<file path="src/sv/motor_can_frame_codec_core_macros.svh">
// Assertion helpers shared by the codec RTL.
`ifndef MOTOR_CAN_FRAME_CODEC_CORE_MACROS_SVH
`define MOTOR_CAN_FRAME_CODEC_CORE_MACROS_SVH

// Same-cycle implication, checked out of reset.
`define MCFC_ASSERT_IMP(name, ante, cons) \
  name: assert property (@(posedge clk) disable iff (!rst_n) (ante) |-> (cons)) \
    else $error("mcfc same-cycle check failed");

// Next-cycle implication, checked out of reset.
`define MCFC_ASSERT_NXT(name, ante, cons) \
  name: assert property (@(posedge clk) disable iff (!rst_n) (ante) |=> (cons)) \
    else $error("mcfc next-cycle check failed");

`endif

</file>
<file path="src/sv/mcfc_pkg.sv">
`timescale 1ns / 1ps
package mcfc_pkg;

  localparam int POSITION_BITS_DEF = 16;
  localparam int PARAM_BITS_DEF    = 12;

  localparam int QUOT_W      = 32;  // divider quotient / span width
  localparam int POS_FIELD_W = 16;
  localparam int PAR_FIELD_W = 12;
  localparam int NUM_LANES   = 5;   // pos, vel, trq, stiffness, damping
  localparam int Q_DEPTH     = 2;

  localparam int FB_POS_LSB = 40;
  localparam int FB_VEL_LSB = 28;
  localparam int FB_TRQ_LSB = 16;

  localparam logic [2:0] OP_ENABLE   = 3'd0;
  localparam logic [2:0] OP_DISABLE  = 3'd1;
  localparam logic [2:0] OP_ZERO     = 3'd2;
  localparam logic [2:0] OP_MIT      = 3'd3;
  localparam logic [2:0] OP_FEEDBACK = 3'd4;

  localparam logic [1:0] STAT_OK      = 2'd0;
  localparam logic [1:0] STAT_RANGE   = 2'd1;
  localparam logic [1:0] STAT_IGNORED = 2'd2;

  localparam logic [2:0] REG_TX_ID   = 3'd0;
  localparam logic [2:0] REG_MST_ID  = 3'd1;
  localparam logic [2:0] REG_NIBBLE  = 3'd2;
  localparam logic [2:0] REG_POS_LIM = 3'd3;
  localparam logic [2:0] REG_VEL_LIM = 3'd4;
  localparam logic [2:0] REG_TRQ_LIM = 3'd5;
  localparam logic [2:0] REG_KP_LIM  = 3'd6;
  localparam logic [2:0] REG_KD_LIM  = 3'd7;

  localparam logic [30:0] POS_LIM_RST = 31'd819200;
  localparam logic [30:0] VEL_LIM_RST = 31'd1966080;
  localparam logic [30:0] TRQ_LIM_RST = 31'd655360;
  localparam logic [30:0] KP_LIM_RST  = 31'd32768000;
  localparam logic [30:0] KD_LIM_RST  = 31'd327680;

  localparam logic [7:0] FILL_BYTE    = 8'hFF;
  localparam logic [7:0] SPECIAL_BASE = 8'hFC;
  localparam logic [3:0] FRAME_LEN    = 4'd8;

  typedef enum logic [2:0] {
    K_SPECIAL = 3'd0,
    K_MIT     = 3'd1,
    K_FB      = 3'd2,
    K_BAD_CMD = 3'd3,
    K_BAD_FB  = 3'd4
  } kind_t;

  typedef struct packed {
    logic [10:0] transmit_id;
    logic [10:0] fb_id;
    logic [3:0]  nibble;
    logic [30:0] pos_lim;
    logic [30:0] vel_lim;
    logic [30:0] trq_lim;
    logic [30:0] kp_lim;
    logic [30:0] kd_lim;
  } cfg_t;

  typedef struct packed {
    kind_t                       kind;
    logic [2:0]                  op;
    logic [NUM_LANES-1:0][31:0]  cmd;
    logic [63:0]                 rx_data;
    logic [31:0]                 rx_time;
  } item_t;

  typedef struct packed {
    logic valid;
  } qctl_t;

  function automatic logic sym_ok(input logic [31:0] v, input logic [30:0] lim);
    logic signed [32:0] vs;
    logic signed [32:0] ls;
    vs = $signed({v[31], v});
    ls = $signed({2'b00, lim});
    return (vs >= -ls) && (vs <= ls);
  endfunction

  function automatic logic pos_ok(input logic [31:0] v, input logic [30:0] lim);
    return !v[31] && (v[30:0] <= lim);
  endfunction

endpackage

</file>
<file path="src/sv/mcfc_ifs.sv">
`timescale 1ns / 1ps
interface mcfc_in_if;
  logic        valid;
  logic        ready;
  logic [2:0]  op;
  logic signed [31:0] command_position;
  logic signed [31:0] command_velocity;
  logic signed [31:0] command_torque;
  logic signed [31:0] command_stiffness;
  logic signed [31:0] command_damping;
  logic [10:0] rx_identifier;
  logic [3:0]  rx_length;
  logic [63:0] rx_payload;
  logic [31:0] rx_time;
  modport source (output valid, op, command_position, command_velocity, command_torque,
                  command_stiffness, command_damping, rx_identifier, rx_length,
                  rx_payload, rx_time, input ready);
  modport sink (input valid, op, command_position, command_velocity, command_torque,
                command_stiffness, command_damping, rx_identifier, rx_length,
                rx_payload, rx_time, output ready);
endinterface


</file>
<file path="src/sv/mcfc_front.sv">
`timescale 1ns / 1ps
module mcfc_front (
  input  logic               clk,
  input  logic               rst_n,
  input  mcfc_pkg::cfg_t     cfg,
  mcfc_in_if.sink            in_ch,
  output mcfc_pkg::qctl_t    qctl,
  input  logic               q_pop,
  output mcfc_pkg::item_t    q_item
);
  localparam int QD  = mcfc_pkg::Q_DEPTH;
  localparam int QAW = (QD > 1) ? $clog2(QD) : 1;
  localparam int QCW = $clog2(QD + 1);

  mcfc_pkg::item_t  mem [QD];
  mcfc_pkg::item_t  item;
  mcfc_pkg::kind_t  kind;
  logic [QAW-1:0]   wptr_r, wptr_nxt, rptr_r, rptr_nxt;
  logic [QCW-1:0]   cnt_r, cnt_nxt;
  logic             push, mit_ok, fb_ok;

  assign mit_ok = mcfc_pkg::sym_ok(in_ch.command_position, cfg.pos_lim) &&
                  mcfc_pkg::sym_ok(in_ch.command_velocity, cfg.vel_lim) &&
                  mcfc_pkg::sym_ok(in_ch.command_torque, cfg.trq_lim) &&
                  mcfc_pkg::pos_ok(in_ch.command_stiffness, cfg.kp_lim) &&
                  mcfc_pkg::pos_ok(in_ch.command_damping, cfg.kd_lim);
  assign fb_ok = (in_ch.rx_length == mcfc_pkg::FRAME_LEN) &&
                 (in_ch.rx_identifier == cfg.fb_id) &&
                 (in_ch.rx_payload[59:56] == cfg.nibble);

  always_comb begin
    case (in_ch.op) inside
      [mcfc_pkg::OP_ENABLE:mcfc_pkg::OP_ZERO]: kind = mcfc_pkg::K_SPECIAL;
      mcfc_pkg::OP_MIT:      kind = mit_ok ? mcfc_pkg::K_MIT : mcfc_pkg::K_BAD_CMD;
      mcfc_pkg::OP_FEEDBACK: kind = fb_ok ? mcfc_pkg::K_FB : mcfc_pkg::K_BAD_FB;
      default:               kind = mcfc_pkg::K_BAD_CMD;
    endcase
  end

  always_comb begin
    item.kind    = kind;
    item.op      = in_ch.op;
    item.cmd[0]  = in_ch.command_position;
    item.cmd[1]  = in_ch.command_velocity;
    item.cmd[2]  = in_ch.command_torque;
    item.cmd[3]  = in_ch.command_stiffness;
    item.cmd[4]  = in_ch.command_damping;
    item.rx_data = in_ch.rx_payload;
    item.rx_time = in_ch.rx_time;
  end

  assign in_ch.ready = (cnt_r != QCW'(QD));
  assign push        = in_ch.valid && in_ch.ready;
  assign qctl.valid  = (cnt_r != '0);
  assign q_item      = mem[rptr_r];

  always_comb begin
    wptr_nxt = push ? QAW'((32'(wptr_r) + 1) % QD) : wptr_r;
    rptr_nxt = q_pop ? QAW'((32'(rptr_r) + 1) % QD) : rptr_r;
    cnt_nxt  = cnt_r + QCW'(push) - QCW'(q_pop);
  end

  always_ff @(posedge clk) begin
    if (push) begin
      mem[wptr_r] <= item;
    end
  end

  always_ff @(posedge clk) begin
    if (!rst_n) begin
      wptr_r <= '0;
      rptr_r <= '0;
      cnt_r  <= '0;
    end else begin
      wptr_r <= wptr_nxt;
      rptr_r <= rptr_nxt;
      cnt_r  <= cnt_nxt;
    end
  end
endmodule

</file>
<file path="src/flat_wrapper.sv">
// flat-port wrapper written by rule: the top's interface ports become plain ports
module mcfc_front_flat 
  (clk, rst_n, cfg, qctl, q_pop, q_item, in_ch_valid, in_ch_op, in_ch_command_position, in_ch_command_velocity, in_ch_command_torque, in_ch_command_stiffness, in_ch_command_damping, in_ch_rx_identifier, in_ch_rx_length, in_ch_rx_payload, in_ch_rx_time, in_ch_ready);
  mcfc_in_if in_ch_i ();
  input  logic clk;
  input  logic rst_n;
  input  mcfc_pkg::cfg_t cfg;
  output mcfc_pkg::qctl_t qctl;
  input  logic q_pop;
  output mcfc_pkg::item_t q_item;
  input wire logic [$bits(in_ch_i.valid)-1:0] in_ch_valid;
  input wire logic [$bits(in_ch_i.op)-1:0] in_ch_op;
  input wire logic [$bits(in_ch_i.command_position)-1:0] in_ch_command_position;
  input wire logic [$bits(in_ch_i.command_velocity)-1:0] in_ch_command_velocity;
  input wire logic [$bits(in_ch_i.command_torque)-1:0] in_ch_command_torque;
  input wire logic [$bits(in_ch_i.command_stiffness)-1:0] in_ch_command_stiffness;
  input wire logic [$bits(in_ch_i.command_damping)-1:0] in_ch_command_damping;
  input wire logic [$bits(in_ch_i.rx_identifier)-1:0] in_ch_rx_identifier;
  input wire logic [$bits(in_ch_i.rx_length)-1:0] in_ch_rx_length;
  input wire logic [$bits(in_ch_i.rx_payload)-1:0] in_ch_rx_payload;
  input wire logic [$bits(in_ch_i.rx_time)-1:0] in_ch_rx_time;
  output wire logic [$bits(in_ch_i.ready)-1:0] in_ch_ready;
  assign in_ch_i.valid = in_ch_valid;
  assign in_ch_i.op = in_ch_op;
  assign in_ch_i.command_position = in_ch_command_position;
  assign in_ch_i.command_velocity = in_ch_command_velocity;
  assign in_ch_i.command_torque = in_ch_command_torque;
  assign in_ch_i.command_stiffness = in_ch_command_stiffness;
  assign in_ch_i.command_damping = in_ch_command_damping;
  assign in_ch_i.rx_identifier = in_ch_rx_identifier;
  assign in_ch_i.rx_length = in_ch_rx_length;
  assign in_ch_i.rx_payload = in_ch_rx_payload;
  assign in_ch_i.rx_time = in_ch_rx_time;
  assign in_ch_ready = in_ch_i.ready;
  mcfc_front u_core (.clk(clk), .rst_n(rst_n), .cfg(cfg), .in_ch(in_ch_i), .qctl(qctl), .q_pop(q_pop), .q_item(q_item));
endmodule
</file>
<file path="config.mk">
export PLATFORM = sky130hd
export DESIGN_NAME = mcfc_front_flat
export DESIGN_NICKNAME = d
export VERILOG_FILES = /design/src/sv/motor_can_frame_codec_core_macros.svh /design/src/sv/mcfc_pkg.sv /design/src/sv/mcfc_ifs.sv /design/src/sv/mcfc_front.sv /design/src/flat_wrapper.sv
export SDC_FILE = /design/constraint.sdc
export NUM_CORES = 1
export LEC_CHECK = 0
export BUFFER_PORTS_ARGS = -buffer_cell sky130_fd_sc_hd__buf_2
export CORE_AREA = 2 2 283 285
export CTS_BUF_LIST = sky130_fd_sc_hd__clkbuf_4 sky130_fd_sc_hd__clkbuf_8
export DETAILED_ROUTE_END_ITERATION = 8
export DIE_AREA = 0 0 285 287
export GPL_TIMING_DRIVEN = 0
export HOLD_SLACK_MARGIN = 0.08
export PLACE_DENSITY_LB_ADDON = 0.15
export SLEW_MARGIN = 20
export SYNTH_ARGS = -nofsm -noshare
export SYNTH_HDL_FRONTEND = slang
export SYNTH_SLANG_ARGS = --single-unit
export TNS_END_PERCENT = 50
</file>
<file path="constraint.sdc">
create_clock -name clk -period 19.7 [get_ports clk]
set_clock_uncertainty 0.1 [all_clocks]
set_input_delay 1.97 -clock clk [delete_from_list [all_inputs] [get_ports clk]]
set_output_delay 1.97 -clock clk [all_outputs]
set_load 0.02 [all_outputs]
</file>
Yosys cells after proc, flatten, opt, wreduce, memory -nomap -nowiden:

Memory sizes are Yosys's and may differ from the RTL's. A register that Yosys moved wholly into a read port is not among the register bits.
Cells that the tools add are included.

* register bits: 4
* memory bits (writable): 524
* bits of input ports: 459
* output and inout bits: 264
* logic and storage cells: 52
* memories kept: 1

* add/sub/neg operators: 7
* order comparisons: 10
* equality and inequality tests: 6
* mux-type cells: 9
* reduce and logical (&&, ||, !) cells: 16

Memories
* u_core.mem: words 2, bits a word 262, rd ports 1, clocked after memory_dff 1, write ports 1, RTL line mcfc_front.sv:15 `mcfc_pkg::item_t mem [QD];`

Operators by type and width (number)
* >= comparator 32 x 33 -> 1 bit: 3
* negation 31 -> 33 bit: 3
* <= comparator 32 bit: 3
* <= comparator 31 bit: 2
* logical AND 1 bit: 13
* 2-to-1 mux 3 bit: 4
* == test 11 bit: 1
* == test 4 bit: 1
* == test 4 bit (second input constant): 1
* 2-to-1 mux 1 bit: 4
* == test 3 x 2 -> 1 bit (second input constant): 1
* == test 3 bit (second input constant): 1
* >= comparator 3 x 1 -> 1 bit (second input constant): 1
* <= comparator 3 x 2 -> 1 bit (second input constant): 1
* adder 1 bit (second input constant): 2
* adder 2 x 1 -> 2 bit: 1
* logical NOT 1 bit: 2
* 2-to-1 mux 2 bit: 1
* inequality test 2 bit (second input constant): 1
* nonzero test 2 bit: 1
* subtractor 2 x 1 -> 2 bit: 1

Longest topological paths before layout:

Gate-level depths: netlist of run 1.

* word-level depth: 10
* mapped depth: 17
* mapped depth without buffers: 17

Worst setup path before layout of run 1:

No wires, ideal clock.

* kind: in2reg
* start: in in_ch_valid
* end: reg u_core.wptr_r
* library setup time: 109 ps
* arrival: 13752 ps
* required time: 19491 ps
* setup slack: 5739 ps
* stages: 3
* path buffers: 0
* path through: nand2_1 > nor2_1 > o21a_1

* word-level cells in the longest chain between the ends: 1

Ends and longest elaborated chain
* start, declared: RTL line flat_wrapper.sv:11 `input wire logic [$bits(in_ch_i.valid)-1:0] in_ch_valid;`
* logical AND 1 bit: RTL line mcfc_front.sv:53 `assign push = in_ch.valid && in_ch.ready;`
* end signal, assigned: RTL line mcfc_front.sv:75 `wptr_r <= wptr_nxt;`
* end, declared: RTL line mcfc_front.sv:18 `logic [QAW-1:0] wptr_r, wptr_nxt, rptr_r, rptr_nxt;`

No other way between the ends.
A chain may end at the register's enable or synchronous reset.

Final worst setup path of run 1:

* start: in cfg[94] (netlist name)
* end: mem u_core.mem[1][260] (netlist name), data pin

* word-level cells in the longest chain between the ends: 10
* elaborated cells between the ends (all ways): 11
* those cells by class: add/sub: 1; order compare: 2; mux: 3; reduce/logical: 5

Ends and longest elaborated chain
* start, declared: RTL line flat_wrapper.sv:7 `input mcfc_pkg::cfg_t cfg;`
* negation 31 -> 33 bit: RTL line mcfc_pkg.sv:82 `return (vs >= -ls) && (vs <= ls);`
* >= comparator 32 x 33 -> 1 bit: RTL line mcfc_pkg.sv:82
* logical AND 1 bit (*): RTL line mcfc_pkg.sv:82
* logical AND 1 bit (*): RTL line mcfc_front.sv:22 `assign mit_ok = mcfc_pkg::sym_ok(in_ch.command_position, cfg.pos_lim) &&`
* logical AND 1 bit (*): RTL line mcfc_front.sv:23 `mcfc_pkg::sym_ok(in_ch.command_velocity, cfg.vel_lim) &&`
* logical AND 1 bit (*): RTL line mcfc_front.sv:24 `mcfc_pkg::sym_ok(in_ch.command_torque, cfg.trq_lim) &&`
* logical AND 1 bit (*): RTL line mcfc_front.sv:25 `mcfc_pkg::pos_ok(in_ch.command_stiffness, cfg.kp_lim) &&`
* 2-to-1 mux 2 bit (*): RTL line mcfc_front.sv:34 `mcfc_pkg::OP_MIT: kind = mit_ok ? mcfc_pkg::K_MIT : mcfc_pkg::K_BAD_CMD;`
* 2-to-1 mux 3 bit (*) (2 in series): RTL line mcfc_front.sv:32 `case (in_ch.op) inside`
* named net u_core.kind[1]: RTL line mcfc_front.sv:17 `mcfc_pkg::kind_t kind;`
* end, declared: RTL line mcfc_front.sv:15

The timed path passes the listed nets; every way through them passes the cells marked *.

==> flow_metrics.py, run 1 <==
metrics = {
    "logic_synthesis": {
        "syn_area_per_cell_um2": 14.1,
        "yosys.area.top_type": "edfxtp_1",
        "synth_fa_ha_area_share_pct": 11.9,
        "yosys-mux-area-fraction_pct": 11.0,
        "yosysWarnings": 0,
        "synth_common_cells": "edfxtp_1 (524), mux2_2 (262), ha_1 (256), inv_1 (172), xnor2_1 (95)",
        "ys_types": 59,
        "syn-num-nets": 2618,
        "synth_sequential_area_ratio_pct": 59.0,
        "synth-simple-area-share_pct": 6.91,
        "async_flop_share_pct": 0,
        "yosysMostFrequentCell": "edfxtp_1",
        "synth-compound-area-share_pct": 5.10,
        "synthesis.area_um2": 26900,
        "ys_ff_latch": 529,
        "synth_edf_count": 524,
        "synth_xor_xnor_area_share_pct": 3.23,
        "synthCells": 1903,
        "yosys-top-cells-area": "edfxtp_1 (59%), ha_1 (12%), mux2_2 (11%)",
        "ys.flop_type": "edfxtp_1",
        "yosys.area.top_type_share_pct": 58.6,
        "synth_top_family_by_area": "adder cells",
    },
    "worst_hold_path": {
        "worstHoldPathType": "flop to flop",
    },
    "sta": {
        "setup_slack_ns": 13.76,
        "fmax_mhz": 168,
        "hold_viol": 0,
        "maxSlewHeadroom_pct": 31.1,
        "finalSetupViolCount": 0,
        "worst_slew_pin_slew_ns": 1.03,
        "drv_slew": 0,
        "period_needed_ns": 5.94,
        "grt_setup_unrepaired": "false",
        "post-route-period-util_pct": 30.1,
    },
    "worst_setup_path": {
        "cp-end-kind": "flop",
        "cp-start-kind": "input pin",
        "worstPathMaxFanout": 4,
        "cp.arrival_ns": 6.24,
        "cp.required_ns": 20.01,
        "critPathKind": "input pin to flop",
    },
    "final_layout": {
        "nets": 3444,
        "fillers": 7451,
        "stdcell_count": 3872,
        "layout-drive-gt1-share_pct": 41.3,
        "syn_to_final_growth_pct": 26.8,
    },
    "floorplanning": {
        "die_w_um": 285,
        "die-height_um": 287,
        "start_util_pct": 34.2,
        "io_pins": 723,
        "core_um2": 78600,
        "rows": 103,
        "die-area_um2": 81800,
    },
    "clock_network": {
        "holdBufCountCts": 0,
        "clockBufferDepth": 3,
        "cts_buffers": 95,
        "clk_latency_ns": 0.69,
        "cts_resized": 0,
        "cts_tree": "built",
        "cts_setup_buffers": 0,
        "cts-htree-levels": 3,
        "cts-root-buf": "clkbuf_8",
        "clkTransAtPathRegs_ns": 0.07,
        "cts_sinks": 529,
    },
    "detailed_routing": {
        "wl_met2_um": 42300,
        "drt-initial-drc-count": 889,
        "wirelength_um": 84300,
        "wl_per_cell_um": 21.8,
        "via_count": 18900,
        "antenna_left": 0,
        "viasPerCell": 4.89,
        "drt-met1-wl_um": 32200,
        "dr.pass1.iters": 5,
        "wl_met3_um": 7140,
        "drcViolationCount": 0,
        "top_layer": "met5",
    },
    "pwr": {
        "p_leak_uw": 0.0140,
        "p_total_uw": 3260,
        "vdd_drop_max_uv": 60.2,
        "power_density_nw_per_um2": 95.8,
    },
    "global_route": {
        "grt_pass1_wl_um": 122000,
        "grt_pass1_vias": 19700,
        "grt_max_degree": 47,
        "gr-total-overflow": 0,
        "antenna_found_initial": 41,
        "grt_use_total_pct": 20.0,
    },
    "place": {
        "dpl.cell_count": 3682,
        "port_buffers": 711,
        "place_ws_ns": 13.10,
        "routabilityCongestion": 0.875,
        "dp_hpwl_um": 67600,
    },
    "status": {
        "status": "completed",
    },
    "run": {
        "maxCapViolations": 0,
    },
}
[layer usage]
| metal | GRT usage [%] | vias up |
|---|---|---|
| met3 | 7.31 | 168 |
| met1 | 22.3 | 9144 |
| li1 | - | 8963 |
| met4 | 6.91 | 34 |
| met2 | 35.2 | 627 |
| met5 | 0 | - |
[cells in the final DEF, fill, tap and decap left out, types with 7 or more instances in the layout]
master     count
a211oi_1      12
mux2_2       262
nand3_1       39
buf_2        712
buf_16         7
clkinv_2      13
nand2_1       62
xnor2_1       95
diode_2       24
clkbuf_1      24
clkinv_1      20
o211ai_1      10
clkbuf_4      27
a2111oi_0      7
a21o_1        39
inv_1        172
ha_1         256
nor4_1        24
nor2b_1       13
a21oi_1       84
nor3_1        30
nand2b_1      10
edfxtp_1     524
o21ai_0       28
clkbuf_8      95
nand4_1       62
nor2_1        48
buf_12        11
[cell type report]
class	instances	area [um2]	share of cell area, %
clock buffer	122	1510	4.44
multi-input combinational	1170	10300	30.1
antenna	24	60.1	0.176
sequential	529	15800	46.5
buffer	32	130	0.382
tap	1050	1310	3.86
clock inverter	44	324	0.952
timing repair buffer	729	3970	11.7
inverter	172	646	1.90
[worst paths after layout]
check	end	from	depth (start not counted)	slack, ns
worst max-delay path	u_core.mem[1][260]$_DFFE_PP_	cfg[94]	18	13.76
worst min-delay path	u_core.rptr_r$_SDFFE_PN0P_	u_core.rptr_r$_SDFFE_PN0P_	2	0.48
worst max register to register	u_core.mem[0][89]$_DFFE_PP_	u_core.cnt_r[0]$_SDFF_PN0_	8	17.12
worst min register to register	u_core.rptr_r$_SDFFE_PN0P_	u_core.rptr_r$_SDFFE_PN0P_	2	0.48
[kinds of logic after synthesis]
kind of cell,after synthesis
flip-flops,529
AND/OR/NAND/NOR,337
multiplexers,262
adder cells (fa/ha/maj),256
AO/OA/AOI/OAI,216
buffers and inverters,204
XOR/XNOR,99
[per-stage QoR]
step / hold WS (ns) / instance area [um2] / TNS, ns / utilization, %
after floorplan: 0.442 / 26900 / 0 / -
after global placement: 0.459 / 31700 / -482.08 / 40.4
after detailed placement: 0.471 / 32200 / 0 / 40.9
after CTS: 0.485 / 34000 / 0 / 43.2
after global routing: 0.510 / 34000 / 0 / 43.3
final: 0.481 / 34000 / 0 / 43.3
[power by group]
part	internal [uW]	leakage (uW)	total [uW]	switching (uW)
Clock	534	0.000964	1010	479
Sequential	1430	0.00492	1460	31.3
Combinational	299	0.00811	791	492
Total	2260	0.0140	3260	1000
[critical path, stage by stage]
cell and delay, ns:
buf_2 0.11, inv_1 0.07, ha_1 0.17, nor3b_1 0.47, nand4_1 0.28, or2_2 0.42, nor2b_1 0.26, nand2_1 0.21
nor4_1 0.33, xnor2_1 0.12, ha_1 0.32, and4_1 0.22, and4b_1 0.24, nand3_1 0.11, o2111ai_1 0.26, o22ai_1 0.15
a2111oi_0 0.36, a31oi_1 0.16
[flip-flops by register name, summed over array words and instances (netlist names), named ones only]
register	cells
u_core.wptr_r	1
u_core.rptr_r	1
u_core.cnt_r	2
u_core.mem	524
Note: power is estimated with default switching activity, not from simulation.
==> run 2, diff against run 1 <==
--- a/config.mk
+++ b/config.mk
@@ -6,10 +6,10 @@
 export NUM_CORES = 1
 export LEC_CHECK = 0
 export BUFFER_PORTS_ARGS = -buffer_cell sky130_fd_sc_hd__buf_2
-export CORE_AREA = 2 2 283 285
+export CORE_AREA = 2 2 280 282
 export CTS_BUF_LIST = sky130_fd_sc_hd__clkbuf_4 sky130_fd_sc_hd__clkbuf_8
 export DETAILED_ROUTE_END_ITERATION = 8
-export DIE_AREA = 0 0 285 287
+export DIE_AREA = 0 0 282 284
 export GPL_TIMING_DRIVEN = 0
 export HOLD_SLACK_MARGIN = 0.08
 export PLACE_DENSITY_LB_ADDON = 0.15
==> constraint.sdc (replaced) <==
create_clock -name clk -period 5.09 [get_ports clk]
set_clock_uncertainty 0.1 [all_clocks]
set_input_delay 0.509 -clock clk [delete_from_list [all_inputs] [get_ports clk]]
set_output_delay 0.509 -clock clk [all_outputs]
set_load 0.02 [all_outputs]
==> flow_metrics.py, run 2 (synthesized netlist as in run 1, its figures left out) <==
metrics = {
    "sta": {
        "fmax_mhz": 224,
        "setup_slack_ns": 0.627,
        "finalSetupViolCount": 0,
        "period_needed_ns": 4.46,
        "worst_slew_pin_slew_ns": 0.995,
        "hold_viol": 0,
        "post-route-period-util_pct": 87.7,
        "whs_ns": 0.248,
        "drv_slew": 0,
        "grt_setup_unrepaired": "false",
        "tns_ns": 0,
        "maxSlewHeadroom_pct": 33.7,
    },
    "floorplanning": {
        "die-area_um2": 80100,
        "die_w_um": 282,
        "core_um2": 77000,
        "die-height_um": 284,
        "rows": 102,
        "io_pins": 723,
        "start_util_pct": 34.9,
    },
    "detailed_routing": {
        "wl_met2_um": 43100,
        "drt-met1-wl_um": 33500,
        "drcViolationCount": 0,
        "wirelength_um": 85300,
        "drt-initial-drc-count": 869,
        "antenna_left": 0,
        "top_layer": "met5",
        "wl_met3_um": 6720,
        "wl_per_cell_um": 20.7,
        "via_count": 19800,
        "viasPerCell": 4.79,
        "dr.pass1.iters": 4,
    },
    "worst_setup_path": {
        "path_delay_family": "simple AND/OR/NAND/NOR gates",
        "cp-start-kind": "input pin",
        "cp-end-kind": "flop",
        "crit_chain": "buf_2 -> inv_1 -> ha_1 -> nor3b_1 -> nand4_1 -> or2_2 -> nor2b_1 -> nand2_1 -> nor4_1 -> xnor2_1 -> ha_1 -> and4_1 -> and4b_1 -> nand3_1 -> o2111ai_1 -> o22ai_1 -> a2111oi_0 -> a31oi_1",
        "cpMostUsedCell": "ha_1",
        "slowest_stage": "nor3b_1",
        "cp.arrival_ns": 4.76,
        "r2r_end": "u_core.mem[0][116]$_DFFE_PP_",
        "critPathKind": "input pin to flop",
        "worstPathMaxFanout": 4,
        "cp.required_ns": 5.39,
        "worst_r2r_path_depth": 8,
        "reg2reg_slack_ns": 2.66,
        "timing.rr.start": "u_core.cnt_r[0]$_SDFF_PN0_",
        "path_buf_inv": 2,
        "critPathMaxStageDelay_ns": 0.51,
    },
    "clock_network": {
        "cts-root-buf": "clkbuf_8",
        "clkTransAtPathRegs_ns": 0.06,
        "cts-htree-levels": 3,
        "cts_buffers": 95,
        "clk_latency_ns": 0.67,
        "clockBufferDepth": 3,
        "cts_sinks": 529,
        "cts_setup_buffers": 0,
        "cts_tree": "built",
    },
    "global_route": {
        "grt_max_degree": 48,
        "gr-total-overflow": 0,
        "antenna_found_initial": 33,
        "grt_pass1_wl_um": 125000,
        "grt_pass1_vias": 20900,
        "grt_use_total_pct": 20.7,
    },
    "pwr": {
        "p_leak_uw": 0.0151,
        "power_density_nw_per_um2": 351,
        "vdd_drop_max_uv": 192,
    },
    "final_layout": {
        "regMostFlops": "u_core.mem",
        "final_area_um2": 36700,
        "largest_reg_flops": 524,
        "reg_top3": "u_core.mem x524, u_core.cnt_r x2",
        "syn_to_final_growth_pct": 36.9,
        "nets": 3706,
        "final_util_pct": 47.8,
        "layout-drive-gt1-share_pct": 37.8,
        "final_common_cell": "buf_2",
        "layout_common_cells": "buf_2 (712), edfxtp_1 (524), mux2_2 (262)",
    },
    "worst_hold_path": {
        "min_from": "in_ch_valid",
        "worstHoldPathType": "input pin to flop",
        "whs_path_depth": 4,
        "holdPathEnd": "u_core.wptr_r$_SDFFE_PN0P_",
    },
    "status": {
        "status": "completed",
    },
    "run": {
        "maxCapViolations": 0,
    },
    "place": {
        "port_buffers": 711,
        "place_ws_ns": -0.146,
        "place_area_um2": 32200,
        "dp_hpwl_um": 67000,
        "routabilityCongestion": 0.880,
    },
}
run 2: changes by cell type in the layout (fill, tap and decap cells not counted), sizes merged:
cell,previous run,this run
buf,736,737
diode,24,20
dlygate4sd3,0,261
bufinv,2,3
clkbuf,147,150
clkinv,34,40
inv,177,178
clkinvlp,3,0
run 2: worst reg2reg max path: stages (launching register included):
cell	delay [ns]
dfxtp_1	0.33
inv_1	0.06
nand2_2	0.09
nand2_1	0.12
nor2_4	0.53
buf_16	0.25
buf_12	0.20
buf_16	0.23
buf_12	0.22
run 2: per-stage QoR:
step | power, uW | std cells
finish | 12900 | 4128
detailed placement | 8840 | 3673
global placement | 8750 | 3654
global route | 13500 | 4121
floorplan | 7520 | 1903
CTS | 13100 | 4108
run 2: what timing repair did:
action,CTS,global route
hold buffers,261,0
hold endpoints to repair,523,0
setup endpoints to repair,0,0
gates resized for setup,0,0
run 2: cell type report:
class                           instances  area (um2)
Buffer                                 32         130
Inverter                              172         646
Clock buffer                          125        1540
Multi-Input combinational cell       1170       10300
Fill cell                            7087       40200
Sequential cell                       529       15800
Antenna cell                           20        50.0
Clock inverter                         49         363
Timing Repair Buffer                  991        6630
Tap cell                             1040        1300
run 2: power breakdown:
group | leakage (uW) | total [uW] | internal [uW] | switching [uW]
sequential | 0.00492 | 5640 | 5520 | 122
combinational | 0.00922 | 3260 | 1310 | 1950
clock | 0.00101 | 4000 | 2160 | 1850
total | 0.0151 | 12900 | 8980 | 3920
run 2: worst max-delay path by stage:
stage | from | cells after the start | end
finish | cfg[94] | 18 | u_core.mem[1][260]$_DFFE_PP_
CTS | flop | 5 | q_item[222]
detailed placement | cfg[94] | 18 | u_core.mem[1][260]$_DFFE_PP_
global route | cfg[94] | 18 | u_core.mem[1][260]$_DFFE_PP_
global placement | in_ch_valid | 3 | u_core.mem[0][117]$_DFFE_PP_
floorplan | u_core.cnt_r[0]$_SDFF_PN0_ | 4 | u_core.mem[0][0]$_DFFE_PP_
run 2: metal layers:
layer,global-route usage (%),vias to the layer above
met5,0,-
met4,6.14,24
met3,6.45,130
met2,37.0,574
met1,23.4,9574
li1,-,9474
